==> src/hdl/dpsc_pkg.sv <==
// Shared types and constants for the dual player sync controller.
// No dependencies; compiled first.
`timescale 1ns / 1ps

package dpsc_pkg;

    typedef enum logic [1:0] {
        PH_DETECT  = 2'd0,
        PH_IDLE    = 2'd1,
        PH_PREROLL = 2'd2,
        PH_ROLLING = 2'd3
    } phase_t;

    typedef enum logic [1:0] {
        CFG_PREROLL_TICKS    = 2'd0,
        CFG_FOUND_THRESHOLD  = 2'd1,
        CFG_BLINK_HALF_TICKS = 2'd2,
        CFG_GAP_TICKS        = 2'd3
    } cfg_index_t;

    typedef enum logic [1:0] {
        LAMP_OFF   = 2'd0,
        LAMP_ON    = 2'd1,
        LAMP_BLINK = 2'd2
    } lamp_mode_t;

    localparam logic [7:0] PREROLL_TICKS_RST    = 8'd150;
    localparam logic [7:0] FOUND_THRESHOLD_RST  = 8'd5;
    localparam logic [3:0] BLINK_HALF_TICKS_RST = 4'd5;
    localparam logic [4:0] GAP_TICKS_RST        = 5'd20;

    localparam logic [7:0] ZERO_RUN_MAX = 8'd255;
    localparam logic [7:0] START_BYTE   = 8'h01;
    localparam logic [7:0] STOP_BYTE    = 8'h00;

    localparam logic [7:0] CHAR_D = 8'h44;
    localparam logic [7:0] CHAR_I = 8'h49;
    localparam logic [7:0] CHAR_P = 8'h50;
    localparam logic [7:0] CHAR_R = 8'h52;

    localparam logic [2:0] PATTERN_DETECT  = 3'd1;
    localparam logic [2:0] PATTERN_IDLE    = 3'd2;
    localparam logic [2:0] PATTERN_PREROLL = 3'd3;
    localparam logic [2:0] PATTERN_ROLLING = 3'd4;

    typedef struct packed {
        logic       tick;
        logic       button_down;
        logic       rx0_valid;
        logic [7:0] rx0_byte;
        logic       rx1_valid;
        logic [7:0] rx1_byte;
    } step_word_t;

    typedef struct packed {
        logic [1:0] phase;
        logic       led_on;
        logic       button_light_on;
        logic       status_valid;
        logic [7:0] status_char;
        logic       start_cmd;
        logic       activity0;
        logic       activity1;
    } result_word_t;

endpackage

==> src/hdl/dpsc_step_if.sv <==
// Valid/ready channel carrying one control loop pass word.
// Depends on nothing; compiled after dpsc_pkg.
`timescale 1ns / 1ps

interface dpsc_step_if;
    logic       valid;
    logic       ready;
    logic       tick;
    logic       button_down;
    logic       rx0_valid;
    logic [7:0] rx0_byte;
    logic       rx1_valid;
    logic [7:0] rx1_byte;

    modport source (
        output valid, tick, button_down, rx0_valid, rx0_byte, rx1_valid, rx1_byte,
        input  ready
    );

    modport sink (
        input  valid, tick, button_down, rx0_valid, rx0_byte, rx1_valid, rx1_byte,
        output ready
    );
endinterface

==> src/hdl/dpsc_result_if.sv <==
// Valid/ready channel carrying one result word per pass.
// Depends on nothing; compiled after dpsc_pkg.
`timescale 1ns / 1ps

interface dpsc_result_if;
    logic       valid;
    logic       ready;
    logic [1:0] phase;
    logic       led_on;
    logic       button_light_on;
    logic       status_valid;
    logic [7:0] status_char;
    logic       start_cmd;
    logic       activity0;
    logic       activity1;

    modport source (
        output valid, phase, led_on, button_light_on, status_valid, status_char,
               start_cmd, activity0, activity1,
        input  ready
    );

    modport sink (
        input  valid, phase, led_on, button_light_on, status_valid, status_char,
               start_cmd, activity0, activity1,
        output ready
    );
endinterface

==> src/hdl/dual_player_sync_controller_top.sv <==
// Dual player sync controller: detect, idle, preroll and rolling control loop.
// Depends on dpsc_pkg, dpsc_step_if and dpsc_result_if.
//
//   channel   dir   handshake     word
//   step      in    valid/ready   tick, button, two rx bytes
//   result    out   valid/ready   phase, LEDs, status char, start, activity
//   cfg       in    cfg_we        cfg_index, cfg_data (no read-back)
//
// Words pass through an input register, then one pass of flag and counter
// logic into the result register. One word is accepted every cycle unless stalled.
// The result register only stalls the input side when it is full and not taken.
// rst_n clears all state asynchronously; configuration returns to its defaults.
`timescale 1ns / 1ps

module dual_player_sync_controller_top (
    input  logic                     clk,
    input  logic                     rst_n,
    dpsc_step_if.sink                step,
    dpsc_result_if.source            result,
    input  logic                     cfg_we,
    input  dpsc_pkg::cfg_index_t     cfg_index,
    input  logic [7:0]               cfg_data
);
    import dpsc_pkg::*;

    typedef enum logic [1:0] {
        DB_WAIT    = 2'd0,
        DB_CHECK   = 2'd1,
        DB_HELD    = 2'd2,
        DB_RELEASE = 2'd3
    } db_state_t;

    logic [7:0]   preroll_ticks_reg;
    logic [7:0]   found_threshold_reg;
    logic [3:0]   blink_half_reg;
    logic [4:0]   gap_ticks_reg;

    step_word_t   step_reg;
    logic         step_valid_reg;
    result_word_t res_reg, res_next;
    logic         res_valid_reg;
    logic         advance;

    phase_t       phase_reg, phase_next;
    logic [1:0]   found_reg, found_next;
    logic [1:0]   reply_valid_reg, reply_valid_next;
    logic [1:0][7:0] last_reply_reg, last_reply_next;
    logic [1:0][7:0] zero_run_reg, zero_run_next;
    logic [2:0]   led_pattern_reg, led_pattern_next;
    logic [4:0]   led_timer_reg, led_timer_next;
    logic [2:0]   led_count_reg, led_count_next;
    logic         led_level_reg, led_level_next;
    lamp_mode_t   lamp_mode_reg, lamp_mode_next;
    logic [4:0]   lamp_timer_reg, lamp_timer_next;
    logic         lamp_level_reg, lamp_level_next;
    db_state_t    db_reg, db_next;
    logic [7:0]   delay_reg, delay_next;
    logic [1:0]   activity_reg, activity_next;

    logic         pressed;
    logic         leave;
    logic         reply_mode;
    logic         enter;
    phase_t       enter_phase;
    logic [2:0]   enter_pattern;
    lamp_mode_t   enter_lamp;
    logic [7:0]   status;
    logic         start;
    logic [1:0]   rx_valid;
    logic [1:0][7:0] rx_byte;
    logic [1:0]   rep_start_ok;
    logic [1:0]   rep_stop_ok;
    logic [4:0]   half_w;
    logic [4:0]   full_w;

    assign advance      = step_valid_reg && (!res_valid_reg || result.ready);
    assign step.ready   = !step_valid_reg || advance;

    assign rx_valid     = {step_reg.rx1_valid, step_reg.rx0_valid};
    assign rx_byte      = {step_reg.rx1_byte, step_reg.rx0_byte};
    assign half_w       = {1'b0, blink_half_reg};
    assign full_w       = {blink_half_reg, 1'b0};

    always_comb
    begin
        phase_next       = phase_reg;
        found_next       = found_reg;
        reply_valid_next = reply_valid_reg;
        last_reply_next  = last_reply_reg;
        zero_run_next    = zero_run_reg;
        led_pattern_next = led_pattern_reg;
        led_timer_next   = led_timer_reg;
        led_count_next   = led_count_reg;
        led_level_next   = led_level_reg;
        lamp_mode_next   = lamp_mode_reg;
        lamp_timer_next  = lamp_timer_reg;
        lamp_level_next  = lamp_level_reg;
        db_next          = db_reg;
        delay_next       = delay_reg;
        activity_next    = activity_reg;
        pressed          = 1'b0;
        leave            = 1'b0;
        enter            = 1'b0;
        enter_phase      = PH_IDLE;
        enter_pattern    = PATTERN_IDLE;
        enter_lamp       = LAMP_ON;
        status           = 8'd0;
        start            = 1'b0;

        for (int i = 0; i < 2; i++)
        begin
            rep_start_ok[i] = !found_reg[i]
                              || (reply_valid_reg[i] && last_reply_reg[i] == START_BYTE);
            rep_stop_ok[i]  = !found_reg[i]
                              || (reply_valid_reg[i] && last_reply_reg[i] == STOP_BYTE);
        end

        // debounce
        if ((phase_reg == PH_DETECT && step_reg.tick) || phase_reg == PH_IDLE)
        begin
            case (db_reg)
                DB_WAIT:
                begin
                    if (step_reg.button_down)
                        db_next = DB_CHECK;
                end
                DB_CHECK:
                begin
                    if (step_reg.button_down)
                    begin
                        db_next = DB_HELD;
                        pressed = 1'b1;
                    end
                    else
                        db_next = DB_WAIT;
                end
                DB_HELD:
                begin
                    if (!step_reg.button_down)
                        db_next = DB_RELEASE;
                end
                default:
                begin
                    db_next = step_reg.button_down ? DB_HELD : DB_WAIT;
                end
            endcase
        end

        // blink pattern LED and button lamp
        if (step_reg.tick)
        begin
            if (led_count_reg < led_pattern_reg)
            begin
                if (led_timer_reg < half_w)
                begin
                    led_level_next = 1'b1;
                    led_timer_next = led_timer_reg + 5'd1;
                end
                else if (led_timer_reg < full_w)
                begin
                    led_level_next = 1'b0;
                    led_timer_next = led_timer_reg + 5'd1;
                end
                else
                begin
                    led_timer_next = 5'd0;
                    led_count_next = led_count_reg + 3'd1;
                end
            end
            else if (led_timer_reg < gap_ticks_reg)
                led_timer_next = led_timer_reg + 5'd1;
            else
            begin
                led_timer_next = 5'd0;
                led_count_next = 3'd0;
            end

            case (lamp_mode_reg)
                LAMP_OFF: lamp_level_next = 1'b0;
                LAMP_ON:  lamp_level_next = 1'b1;
                default:
                begin
                    if (lamp_timer_reg < half_w)
                    begin
                        lamp_level_next = 1'b1;
                        lamp_timer_next = lamp_timer_reg + 5'd1;
                    end
                    else if (lamp_timer_reg < full_w)
                    begin
                        lamp_level_next = 1'b0;
                        lamp_timer_next = lamp_timer_reg + 5'd1;
                    end
                    else
                        lamp_timer_next = 5'd0;
                end
            endcase
        end

        if (phase_reg == PH_DETECT)
        begin
            leave = step_reg.tick && pressed && (found_reg[0] || found_reg[1]);
            if (step_reg.tick && !leave)
                status = CHAR_D;
        end
        else if (step_reg.tick)
        begin
            case (phase_reg)
                PH_IDLE:    status = CHAR_I;
                PH_PREROLL: status = CHAR_P;
                default:    status = CHAR_R;
            endcase
            if (delay_reg != 8'd0)
                delay_next = delay_reg - 8'd1;
        end

        reply_mode = leave || phase_reg != PH_DETECT;

        // received bytes
        for (int i = 0; i < 2; i++)
        begin
            if (rx_valid[i])
            begin
                last_reply_next[i] = rx_byte[i];
                activity_next[i]   = !activity_reg[i];
                if (!reply_mode)
                begin
                    if (rx_byte[i] != 8'd0)
                        zero_run_next[i] = 8'd0;
                    else if (zero_run_reg[i] != ZERO_RUN_MAX)
                        zero_run_next[i] = zero_run_reg[i] + 8'd1;
                end
            end
            if (!reply_mode)
                found_next[i] = zero_run_next[i] > found_threshold_reg;
        end

        case (phase_reg)
            PH_DETECT:
            begin
                enter = leave || (found_next[0] && found_next[1]);
            end
            PH_IDLE:
            begin
                if (pressed)
                begin
                    enter         = 1'b1;
                    enter_phase   = PH_PREROLL;
                    enter_pattern = PATTERN_PREROLL;
                    enter_lamp    = LAMP_BLINK;
                    start         = 1'b1;
                    delay_next    = preroll_ticks_reg;
                end
            end
            PH_PREROLL:
            begin
                if (&rep_start_ok && delay_next == 8'd0)
                begin
                    enter         = 1'b1;
                    enter_phase   = PH_ROLLING;
                    enter_pattern = PATTERN_ROLLING;
                    enter_lamp    = LAMP_OFF;
                end
            end
            default:
            begin
                enter = &rep_stop_ok;
            end
        endcase

        if (enter)
        begin
            phase_next       = enter_phase;
            led_pattern_next = enter_pattern;
            lamp_mode_next   = enter_lamp;
            led_timer_next   = 5'd0;
            led_count_next   = 3'd0;
            lamp_timer_next  = 5'd0;
            reply_valid_next = 2'b00;
        end

        for (int i = 0; i < 2; i++)
        begin
            if (reply_mode && rx_valid[i])
                reply_valid_next[i] = 1'b1;
        end

        res_next.phase           = phase_next;
        res_next.led_on          = led_level_next;
        res_next.button_light_on = lamp_level_next;
        res_next.status_valid    = status != 8'd0;
        res_next.status_char     = status;
        res_next.start_cmd       = start;
        res_next.activity0       = activity_next[0];
        res_next.activity1       = activity_next[1];
    end

    always_ff @(posedge clk or negedge rst_n)
    begin
        if (!rst_n)
        begin
            preroll_ticks_reg   <= PREROLL_TICKS_RST;
            found_threshold_reg <= FOUND_THRESHOLD_RST;
            blink_half_reg      <= BLINK_HALF_TICKS_RST;
            gap_ticks_reg       <= GAP_TICKS_RST;
            step_reg            <= '0;
            step_valid_reg      <= 1'b0;
            res_reg             <= '0;
            res_valid_reg       <= 1'b0;
            phase_reg           <= PH_DETECT;
            found_reg           <= 2'b00;
            reply_valid_reg     <= 2'b00;
            last_reply_reg      <= '0;
            zero_run_reg        <= '0;
            led_pattern_reg     <= PATTERN_DETECT;
            led_timer_reg       <= 5'd0;
            led_count_reg       <= 3'd0;
            led_level_reg       <= 1'b0;
            lamp_mode_reg       <= LAMP_OFF;
            lamp_timer_reg      <= 5'd0;
            lamp_level_reg      <= 1'b0;
            db_reg              <= DB_WAIT;
            delay_reg           <= 8'd0;
            activity_reg        <= 2'b00;
        end
        else
        begin
            if (cfg_we)
            begin
                case (cfg_index)
                    CFG_PREROLL_TICKS:    preroll_ticks_reg   <= cfg_data;
                    CFG_FOUND_THRESHOLD:  found_threshold_reg <= cfg_data;
                    CFG_BLINK_HALF_TICKS: blink_half_reg      <= cfg_data[3:0];
                    default:              gap_ticks_reg       <= cfg_data[4:0];
                endcase
            end

            if (step.valid && step.ready)
            begin
                step_reg.tick        <= step.tick;
                step_reg.button_down <= step.button_down;
                step_reg.rx0_valid   <= step.rx0_valid;
                step_reg.rx0_byte    <= step.rx0_byte;
                step_reg.rx1_valid   <= step.rx1_valid;
                step_reg.rx1_byte    <= step.rx1_byte;
                step_valid_reg       <= 1'b1;
            end
            else if (advance)
                step_valid_reg <= 1'b0;

            if (advance)
            begin
                res_reg         <= res_next;
                res_valid_reg   <= 1'b1;
                phase_reg       <= phase_next;
                found_reg       <= found_next;
                reply_valid_reg <= reply_valid_next;
                last_reply_reg  <= last_reply_next;
                zero_run_reg    <= zero_run_next;
                led_pattern_reg <= led_pattern_next;
                led_timer_reg   <= led_timer_next;
                led_count_reg   <= led_count_next;
                led_level_reg   <= led_level_next;
                lamp_mode_reg   <= lamp_mode_next;
                lamp_timer_reg  <= lamp_timer_next;
                lamp_level_reg  <= lamp_level_next;
                db_reg          <= db_next;
                delay_reg       <= delay_next;
                activity_reg    <= activity_next;
            end
            else if (result.ready)
                res_valid_reg <= 1'b0;
        end
    end

    assign result.valid           = res_valid_reg;
    assign result.phase           = res_reg.phase;
    assign result.led_on          = res_reg.led_on;
    assign result.button_light_on = res_reg.button_light_on;
    assign result.status_valid    = res_reg.status_valid;
    assign result.status_char     = res_reg.status_char;
    assign result.start_cmd       = res_reg.start_cmd;
    assign result.activity0       = res_reg.activity0;
    assign result.activity1       = res_reg.activity1;

    a_start_in_preroll: assert property (@(posedge clk) disable iff (!rst_n)
        result.valid && result.start_cmd |-> result.phase == PH_PREROLL)
        else $error("start command outside preroll");

    a_status_coded: assert property (@(posedge clk) disable iff (!rst_n)
        result.valid && !result.status_valid |-> result.status_char == 8'd0)
        else $error("status char without status valid");

    a_phase_change_clears: assert property (@(posedge clk) disable iff (!rst_n)
        advance && phase_next != phase_reg
        |=> led_timer_reg == 5'd0 && led_count_reg == 3'd0 && lamp_timer_reg == 5'd0)
        else $error("phase change left blink timers running");

    a_rolling_no_delay: assert property (@(posedge clk) disable iff (!rst_n)
        phase_reg == PH_ROLLING |-> delay_reg == 8'd0)
        else $error("preroll delay pending while rolling");

endmodule

==> src/flat_wrapper.sv <==
// flat-port wrapper written by rule: the top's interface ports become plain ports
module dual_player_sync_controller_top_flat import dpsc_pkg::*;
  (clk, rst_n, cfg_we, cfg_index, cfg_data, step_valid, step_tick, step_button_down, step_rx0_valid, step_rx0_byte, step_rx1_valid, step_rx1_byte, step_ready, result_valid, result_phase, result_led_on, result_button_light_on, result_status_valid, result_status_char, result_start_cmd, result_activity0, result_activity1, result_ready);
  dpsc_step_if step_i ();
  dpsc_result_if result_i ();
  input  logic clk;
  input  logic rst_n;
  input  logic cfg_we;
  input  dpsc_pkg::cfg_index_t cfg_index;
  input  logic [7:0] cfg_data;
  input wire logic [$bits(step_i.valid)-1:0] step_valid;
  input wire logic [$bits(step_i.tick)-1:0] step_tick;
  input wire logic [$bits(step_i.button_down)-1:0] step_button_down;
  input wire logic [$bits(step_i.rx0_valid)-1:0] step_rx0_valid;
  input wire logic [$bits(step_i.rx0_byte)-1:0] step_rx0_byte;
  input wire logic [$bits(step_i.rx1_valid)-1:0] step_rx1_valid;
  input wire logic [$bits(step_i.rx1_byte)-1:0] step_rx1_byte;
  output wire logic [$bits(step_i.ready)-1:0] step_ready;
  output wire logic [$bits(result_i.valid)-1:0] result_valid;
  output wire logic [$bits(result_i.phase)-1:0] result_phase;
  output wire logic [$bits(result_i.led_on)-1:0] result_led_on;
  output wire logic [$bits(result_i.button_light_on)-1:0] result_button_light_on;
  output wire logic [$bits(result_i.status_valid)-1:0] result_status_valid;
  output wire logic [$bits(result_i.status_char)-1:0] result_status_char;
  output wire logic [$bits(result_i.start_cmd)-1:0] result_start_cmd;
  output wire logic [$bits(result_i.activity0)-1:0] result_activity0;
  output wire logic [$bits(result_i.activity1)-1:0] result_activity1;
  input wire logic [$bits(result_i.ready)-1:0] result_ready;
  assign step_i.valid = step_valid;
  assign step_i.tick = step_tick;
  assign step_i.button_down = step_button_down;
  assign step_i.rx0_valid = step_rx0_valid;
  assign step_i.rx0_byte = step_rx0_byte;
  assign step_i.rx1_valid = step_rx1_valid;
  assign step_i.rx1_byte = step_rx1_byte;
  assign step_ready = step_i.ready;
  assign result_valid = result_i.valid;
  assign result_phase = result_i.phase;
  assign result_led_on = result_i.led_on;
  assign result_button_light_on = result_i.button_light_on;
  assign result_status_valid = result_i.status_valid;
  assign result_status_char = result_i.status_char;
  assign result_start_cmd = result_i.start_cmd;
  assign result_activity0 = result_i.activity0;
  assign result_activity1 = result_i.activity1;
  assign result_i.ready = result_ready;
  dual_player_sync_controller_top u_core (.clk(clk), .rst_n(rst_n), .step(step_i), .result(result_i), .cfg_we(cfg_we), .cfg_index(cfg_index), .cfg_data(cfg_data));
endmodule
==> config.mk <==
export PLATFORM = sky130hd
export DESIGN_NAME = dual_player_sync_controller_top_flat
export DESIGN_NICKNAME = d
export VERILOG_FILES = /design/src/hdl/dpsc_pkg.sv /design/src/hdl/dpsc_step_if.sv /design/src/hdl/dpsc_result_if.sv /design/src/hdl/dual_player_sync_controller_top.sv /design/src/flat_wrapper.sv
export SDC_FILE = /design/constraint.sdc
export NUM_CORES = 1
export LEC_CHECK = 0
export BUFFER_PORTS_ARGS = -buffer_cell sky130_fd_sc_hd__buf_2
export CAP_MARGIN = 20
export CELL_PAD_IN_SITES_DETAIL_PLACEMENT = 0
export CELL_PAD_IN_SITES_GLOBAL_PLACEMENT = 1
export CORE_MARGIN = 2
export CORE_UTILIZATION = 26
export DETAILED_ROUTE_END_ITERATION = 12
export PLACE_DENSITY_LB_ADDON = 0.25
export SLEW_MARGIN = 10
export SYNTH_ARGS = -nofsm -noshare
export SYNTH_HDL_FRONTEND = slang
export SYNTH_SLANG_ARGS = --single-unit
==> constraint.sdc <==
create_clock -name clk -period 4.2 [get_ports clk]
set_input_delay 0 -clock clk [delete_from_list [all_inputs] [get_ports clk]]
set_output_delay 0 -clock clk [all_outputs]
set_load 0.005 [all_outputs]
# Word level (Yosys, flattened, before mapping)
# Index checks and enable logic that the tools add are counted.
# W data, S select, Z words.
# op_classes
n_eq_ne	17
n_mux	74
bitwise	1
reduce_logical	69
addsub	6
n_lt_le_gt_ge	8
# op_table
cell	n
$mux W8	15
$mux W5	11
$reduce_bool A8 Y1	4
$mux W1	26
$logic_not A8 Y1	3
$reduce_and A2 Y1	12
$mux W3	7
$add A8 B1 Y8 const B	2
$eq A8 B1 Y1 const B	2
$gt A8 B8 Y1	2
$ne A8 B8 Y1 const B	2
$lt A5 B5 Y1	3
$logic_and A1 B1 Y1	14
$mux W2	7
$reduce_bool A2 Y1	7
$pmux W2 S2	3
$add A5 B1 Y5 const B	2
$logic_or A1 B1 Y1	10
$lt A5 B4 Y1	2
$pmux W5 S2	1
$eq A2 B1 Y1 const B	4
$logic_not A2 Y1	4
$reduce_and A4 Y1	2
$sub A8 B1 Y8 const B	1
other kinds (18)	29
# word_totals
output_inout_bits	18
reg_bits	129

# Logic depth before layout (Yosys ltp)
# Gate-level depths: netlist (run 1).
# logic_depth
depth_word	17
mapped_depth	21
ltp_nobuf	17

# Worst setup path after synthesis (run 1)
# No wires, ideal clock.
# synth_timing
path_kind	flip-flop to flip-flop
start	register, netlist name u_core.result.phase[0]
end	register u_core.lamp_timer_reg[4]
n_path_buf	3
period_less_slack_ns	4.061
stages_incl_launch_ff	20
setup_slack_ns	0.139
required_time_ns	4.110
t_arrival_ns	3.971
cell_sequence	dfrtp_1 > inv_1 > ha_1 > buf_2 > o21a_1 > clkbuf_1 > nand2_1 > a21oi_1 > mux2i_1 > nor2_1 > ha_1 > nor2b_1 > o211ai_1 > a21oi_1 > o31a_1 > a21o_1 > a221oi_2 > buf_4 > or3b_1 > o221ai_1
# synth_lines
element	line_no	text
to (signal assigned)	dual_player_sync_controller_top.sv:364	lamp_timer_reg <= lamp_timer_next;
to (decl)	dual_player_sync_controller_top.sv:54	logic [4:0] lamp_timer_reg, lamp_timer_next;

==> results.md, run 1 <==
- Die area: 28100 sq um
- Pwr per Cell Area: approximately 590 nW/um^2
- Post-Synth XOR/XNOR Area: 0.0126
- Worst-Margin Slew: 0.939 ns
- CP startpoint kind: flip-flop
- Synth Area in Simple Gates: 0.152
- Clk_lat worst skew: 0.43 ns
- Most frequent cells in the layout: 113 x dfrtp_1, 67 x nand2_1, 66 x mux2_2, 49 x buf_2, 46 x o21ai_0
- DRT antenna net count: 0
- Pin count of the biggest net entering global routing: 92
- Lkg Pwr: approximately 0.0039 uW
- Post-synthesis compound-gate area fraction: 0.149
- R2R cell count: 17
- Gr ovfl total: 0
- Share of cells above drive strength 1: 0.248
- RSZ-0062 raised after global routing: no
- Yosys cell types: 70
- CP peak stage delay: ~0.42 ns
- Total CTS buffers: 17
- Clock buffer depth: 2
- Synth warn: 0
- Final setup vio count: 0
- Avg Cell Area, Syn: 10.1 sq um
- Hold slack: a little under 0.09 ns
- FFs w/ async S/R, synth: 1.00
- Cell taking the most area after synthesis: dfrtp_1
- F_max: 252 MHz
- Sequential share of the synthesized area: 0.447
- DR pass1 iterations: 4
- Slowest CP cell: dfrtp_1
- # IOs: 53
- Largest delay share family, worst path: compound AO/OA/AOI/OAI gates
- WP data arrival: 4.32 ns
- Vias in the first global route: roughly 5.4k
- Final hold vios: 0
- Switch Pwr: 1870 uW
- Final WL: 18.2 mm
- Hold Crit Class: in2reg
- IO Port Bufs: 50
- Crit path top cell by count: ha_1
- Ant. Diodes: 0
- Starting Density: 0.266
- Primary FF master, synth: dfrtp_1
- WP depth: 17
- Main combinational cell family by area after synthesis: simple AND/OR/NAND/NOR gates
- Die height: around 170 microns
- Clock Skew: between 0.01 and 0.015 ns
- Slew HR: 0.373
- Final worst path period share: 0.944
- FILL cells: about 2.6k
- Post-synth EDFFs: 0
- Initial antenna violation count: 0
- Rows: 59
- WL/cell: around 16 microns
- Max IR drop VDD: 0.279 mV
- Post-DP HPWL: around 13 mm
- DRT iter0 DRCs: 234
- Final GP Congestion: roughly 0.80
- Core ar.: between 20000 and 30000 sq um
- Synth Area in Adders: 0.0808
- Clock power share: 0.286
- Crit path capture: u_core.lamp_timer_reg[4]
- Critical path startpoint: u_core.result.phase[0]
- Die W: 168 microns
- Critical Path Sink Type: flip-flop
- CTS clk-pin slew, worst paths: 0.06 ns
- Worst R2R End: u_core.lamp_timer_reg[4]
- CTS sink cnt: 124
- Int Pwr: about 3300 uW
- #FFs+latches synth: around 120
- Critical path class: reg2reg
- Max FO, Critical Path: 10
- Via-to-Cell Ratio: ~4.8
- Nets: 860
- Post-synthesis cell count: 687
- Slew Limit Fails: 0
- FF-to-FF setup slack: roughly 0.23 ns
- Max-cap violations: 0
- Area of the mapped netlist: between 6000 and 7000 sq um
- Combinational Power Share: 0.353
- Via count of the routed design: 5364
- Post-synthesis mux area share: 0.118
- DRC: 0
- Seq pwr share: 0.362
- CP bufs+invs: 3
- Leading cell type in the layout, fill and taps excluded: dfrtp_1
- Most area-consuming cells after synthesis: dfrtp_1 41%, mux2_2 11%, ha_1 8.1%
- Total GRT Usage: 0.136
- R2r startpoint: u_core.result.phase[0]
- Switching share of power: 0.364
- CTS root buf: clkbuf_16
- Global-route wire length before repair: 29.9 mm
- Status: finished, final reports clean
- Top-area cell type share of the netlist area: 0.406
- Critical-path cell list: inv_1 > ha_1 > o21a_1 > buf_4 > and2_4 > o21ai_0 > a32o_1 > ha_1 > nor2b_1 > o211ai_1 > a21oi_1 > o31a_1 > a21o_1 > a221oi_4 > buf_12 > or3b_4 > o221ai_2
- CTS tree: yes
- Crit path time final: 3.97 ns
- Worst Path Required: 4.55 ns
- H-tree levels: 4
- Setup TNS Final: 0 ns
- Synth-to-Final Area Change: 24.1%
[cell families (layout without fill, tap and decap cells)]
| family | count (synthesis) | after routing |
|---|---|---|
| adders and majority gates | 45 | 45 |
| DFF | 124 | 124 |
| and+or+nand+nor | 208 | 208 |
| muxes | 74 | 74 |
| buffers and inverters | 66 | 171 |
| AOI/OAI and AO/OA | 159 | 159 |
| other | 1 | 2 |
| xor gates and xnor gates | 10 | 10 |
[Yosys cell counts (3+ instances only)]
library cell  number
clkbuf_1          16
nand2_1           69
a2111oi_0          3
and3_1             5
nor2b_1            7
dfstp_2           11
mux2i_1            8
nor4b_1            3
a31oi_1            7
ha_1              45
and2_1             3
dfrtp_1          113
nand3b_1           6
buf_4              4
o211ai_1           5
inv_1             39
mux2_2            66
nand2b_1          15
o22ai_1            4
a21o_1            15
nor3_1            12
a21oi_1           30
buf_2              6
o31ai_1           11
o221ai_1           3
nand3_1           21
nand4_1            8
nor2_1            35
a211oi_1           4
o2bb2ai_1          3
o21ai_0           48
xor2_1             5
nor4_1             7
xnor2_1            5
nor3b_1            4
[repair_timing]
item / in CTS / in global routing
endpoints found under the hold margin: 129 / 0
setup buffers: 0 / 3
hold buffers: 32 / 0
endpoints found under the setup margin: 0 / 14
gates resized for setup: 0 / 14
[power by group through the flow]
stage	clock [uW]	sequential [uW]	combinational (uW)
floorplan	0	1760	1270
global placement	0	1880	1720
detailed placement	0	1880	1720
CTS	1510	1860	1750
global route	1570	1920	2060
finish	1470	1860	1810
[metal layers]
metal	up-vias	share of wire	routed length (microns)	track usage
met1	2613	0.48	8710	0.177
met2	68	0.48	8810	0.227
met3	13	0.025	457	0.0300
met4	0	0.014	264	0.0389
met5	-	0	0	0
li1	2670	-	-	-
[worst min-delay path: cells and delay by family]
family,cells,cell delay (ns)
buffers and inverters,1,0.12
multiplexers,1,0.18
AND/OR/NAND/NOR,1,0.19
[metrics by stage]
| stage | power (uW) | utilization | setup slack, ns | std cells | area, sq um |
|---|---|---|---|---|---|
| floorplan | 3030 | - | 0.139 | 688 | 6970 |
| global placement | 3600 | 0.291 | 0.196 | 1059 | 7630 |
| detailed placement | 3600 | 0.291 | 0.127 | 1059 | 7630 |
| CTS | 5120 | 0.325 | 0.117 | 1123 | 8530 |
| global route | 5540 | 0.330 | 0.0210 | 1128 | 8650 |
| finish | 5140 | 0.330 | 0.235 | 1128 | 8650 |
[how the worst min path moves through the flow]
stage	to	start	slack [ns]	cells past startpoint
after global placement	u_core.rx_byte[2]	rst_n	0.17	1
after detailed placement	u_core.rx_byte[2]	rst_n	0.16	1
after global routing	u_core.blink_half_reg[3]	cfg_index[1]	0.10	3
after CTS	u_core.blink_half_reg[3]	cfg_we	0.08	3
final	u_core.blink_half_reg[3]	cfg_we	0.09	3
after floorplan	asynchronous set/reset pin	rst_n	-0.30	0
[cell type report]
class | instances | area (sq um) | share of cell area
inverters | 39 | 146 | 0.0169
well taps | 335 | 419 | 0.0485
clock inverters | 13 | 141 | 0.0164
clock buffers | 19 | 433 | 0.0501
repair buffers | 100 | 754 | 0.0873
flip-flops and latches | 124 | 3120 | 0.360
multi-input cells | 498 | 3640 | 0.420
No activity file was read; power rests on OpenSTA's default activity.
==> inputs of run 2 (changes only) <==
ABC_AREA = 1   (was not set)
==> run 2 against run 1 <==
Effect of this change: sequential power barely moved; clock skew rose by 0.0049 ns; register-to-register slack improved by 0.24 ns; global-route usage barely moved; combinational power rose by 9%; largest cell class unchanged.
==> results.md, run 2 <==
- Status: finished, final reports clean
- Pwr per Cell Area: approximately 630 nW/um^2
- Int Pwr: 3190 uW
- Worst-Margin Slew: 0.893 ns
- Post-synthesis cell count: 857
- R2r startpoint: u_core.result.phase[0]
- R2R cell count: 27
- Final worst path period share: 0.888
- Total GRT Usage: 0.136
- #FFs+latches synth: 124
- CTS clk-pin slew, worst paths: 0.06 ns
- Switch Pwr: 2150 uW
- F_max: 268 MHz
- Post-Synth XOR/XNOR Area: 0.0128
- Switching share of power: 0.403
- Clock buffer depth: 2
- Post-synthesis mux area share: 0.00494
- Combinational Power Share: 0.370
- Die area: 27600 sq um
- Worst Path Required: roughly 4.5 ns
- Most frequent cell after synthesis: nand2_1
- Top cells by count, synth: 201 x nand2_1, 113 x dfrtp_1, 101 x inv_1, 79 x nor2_1, 62 x o21ai_0
- Most frequent cells in the layout: 201 x nand2_1, 113 x dfrtp_1, 101 x inv_1, 77 x nor2_1, 62 x o21ai_0
- Synth warn: 0
- Die W: between 150 and 200 microns
- Critical path startpoint: u_core.result.phase[0]
- FF-to-FF setup slack: between 0.4 and 0.5 ns
- Yosys cell types: 45
- Via count of the routed design: 5792
- WP data arrival: 4.04 ns
- Synth Area in Adders: 0.0823
- CP startpoint kind: flip-flop
- CTS tree: yes
- CTS root buf: clkbuf_16
- Rows: 59
- Via-to-Cell Ratio: 4.47
- Ant. Diodes: 0
- Sequential cell area: 3120 sq um
- Clk_lat worst skew: about 0.43 ns
- Final GP Congestion: 0.783
- Clock Skew: 0.0169 ns
- Setup TNS Final: 0 ns
- Max FO, Critical Path: 27
- Final setup vio count: 0
- Main combinational cell family by area after synthesis: simple AND/OR/NAND/NOR gates
- Most area-consuming cells after synthesis: dfrtp_1 41%, nand2_1 11%, ha_1 8.2%
- Clock power share: 0.288
- Crit path capture: u_core.lamp_timer_reg[1]
- IO Port Bufs: 50
- Sequential share of the synthesized area: 0.456
- Critical path class: reg2reg
- Hold depth: 3
- Hold Crit Class: in2reg
- Post-synth EDFFs: 0
- Post-DP HPWL: 12.9 mm
- Lkg Pwr: 0.00417 uW
- DRT antenna net count: 0
- Slew HR: 0.405
- Nets: about 1k
- Primary FF master, synth: dfrtp_1
- Final hold vios: 0
- DR pass1 iterations: 6
- Cell taking the most area after synthesis: dfrtp_1
- Share of cells above drive strength 1: 0.143
- Total CTS buffers: 17
- Area of the multi-input gates: 3250 sq um
- Seq pwr share: 0.343
- Top-area cell type share of the netlist area: 0.413
- Final WL: approximately 18 mm
- Vias in the first global route: 5896
- CTS sink cnt: 124
- Critical Path Sink Type: flip-flop
- Synth-to-Final Area Change: 23.9%
- Avg Cell Area, Syn: 7.98 sq um
- Max-cap violations: 0
- FFs w/ async S/R, synth: 1.00
- DRT iter0 DRCs: 377
- Worst R2R End: u_core.lamp_timer_reg[1]
- Post-synthesis compound-gate area fraction: 0.134
- Global-route wire length before repair: 30.4 mm
- FILL cells: 2770
- RSZ-0062 raised after global routing: no
- Die height: 166 microns
- Gr ovfl total: 0
- H-tree levels: 4
- Initial antenna violation count: 0
- Max IR drop VDD: between 0.2 and 0.25 mV
- Power Total: 5340 uW
- Pin count of the biggest net entering global routing: 93
- DRC: 0
- Core ar.: 25900 sq um
- Leading cell type in the layout, fill and taps excluded: nand2_1
- Area of the mapped netlist: 6840 sq um
- Crit path time final: between 3 and 4 ns
- # IOs: 53
- Synth Area in Simple Gates: 0.232
- Starting Density: 0.264
- WL/cell: 13.8 microns
- Slew Limit Fails: 0
==> run 2: changes by cell type after synthesis, sizes merged, moves of 6 or more <==
cell,change
o21ai,+31
nand2,+134
nor2,+46
a21oi,+14
o31ai,-7
nor2b,-6
nand3,+36
mux2,-63
mux2i,-8
nand3b,-6
nand2b,-15
inv,+73
a21o,-14
==> run 2: final cells by class <==
cell class / count / share of cell area
sequential: 124 / 0.368
tap: 335 / 0.0494
multi-input combinational: 600 / 0.383
clock inverter: 15 / 0.0210
clock buffer: 17 / 0.0502
timing repair buffer: 93 / 0.0787
inverter: 113 / 0.0500
==> run 2: critical path, stage by stage, from the launching register on <==
cell and delay, ns:
dfrtp_1 0.43, ha_1 0.27, inv_1 0.10, nand2_1 0.10, nand3_2 0.11, nand2_2 0.10
nor2_2 0.15, inv_2 0.08, a21oi_4 0.18, inv_2 0.10, nor3_2 0.15, a21oi_1 0.11
nor3_2 0.15, ha_1 0.27, a21oi_1 0.15, o21a_1 0.13, nand2_1 0.05, nand2_1 0.08
nand2_1 0.06, nand2_1 0.07, nand2_1 0.06, nand2_1 0.08, nand4_1 0.11, nand3_1 0.17
buf_12 0.20, nand2_1 0.08, nand2_1 0.06, nand2_1 0.04
==> run 2: what timing repair did <==
action | in CTS | in global routing
setup buffers | 0 | 2
gates resized for setup | 0 | 10
setup endpoints to repair | 0 | 22
hold buffers | 30 | 0
hold endpoints to repair | 137 | 0
==> run 2: cell families (layout without fill, tap and decap cells) <==
kind of cell    after synthesis  in the layout
other cells                   1              2
buf+inv                     134            238
flops                       124            124
fa+ha+maj                    45             45
xor+xnor                     10             10
compound gates              162            162
simple gates                378            378
mux                           3              3
==> run 2: power groups by stage <==
stage / logic [uW] / registers [uW] / clock network [uW]
after floorplan: 1400 / 1780 / 0
after global placement: 1950 / 1850 / 0
after detailed placement: 1950 / 1850 / 0
after CTS: 1980 / 1830 / 1580
after global routing: 2320 / 1890 / 1630
final: 1970 / 1830 / 1530
==> run 2: how the worst min path moves through the flow <==
stage	start	end	slack, ns
global placement	rst_n	u_core.led_pattern_reg[1]	0.17
global route	cfg_index[1]	u_core.gap_ticks_reg[2]	0.1
finish	cfg_we	u_core.blink_half_reg[2]	0.06
CTS	cfg_index[1]	u_core.gap_ticks_reg[2]	0.06
detailed placement	rst_n	u_core.step_valid_reg	0.18
floorplan	rst_n	asynchronous set/reset pin	-0.30
==> run 2: routing by layer <==
layer | vias up | GRT usage | share of wire
li1 | 3022 | - | -
met1 | 2697 | 0.179 | 0.49
met2 | 59 | 0.229 | 0.48
met3 | 14 | 0.0291 | 0.021
met4 | 0 | 0.0337 | 0.012
met5 | - | 0 | 0
==> run 2: metrics by stage <==
stage | std cells | area (sq um) | setup WS, ns | utilization | hold WS (ns)
floorplan | 858 | 6850 | 0.730 | - | -0.296
global placement | 1233 | 7510 | 0.335 | 0.290 | 0.172
detailed placement | 1233 | 7510 | 0.227 | 0.290 | 0.183
CTS | 1295 | 8410 | 0.196 | 0.325 | 0.0558
global route | 1297 | 8480 | 0.0222 | 0.327 | 0.0974
finish | 1297 | 8480 | 0.472 | 0.327 | 0.0582
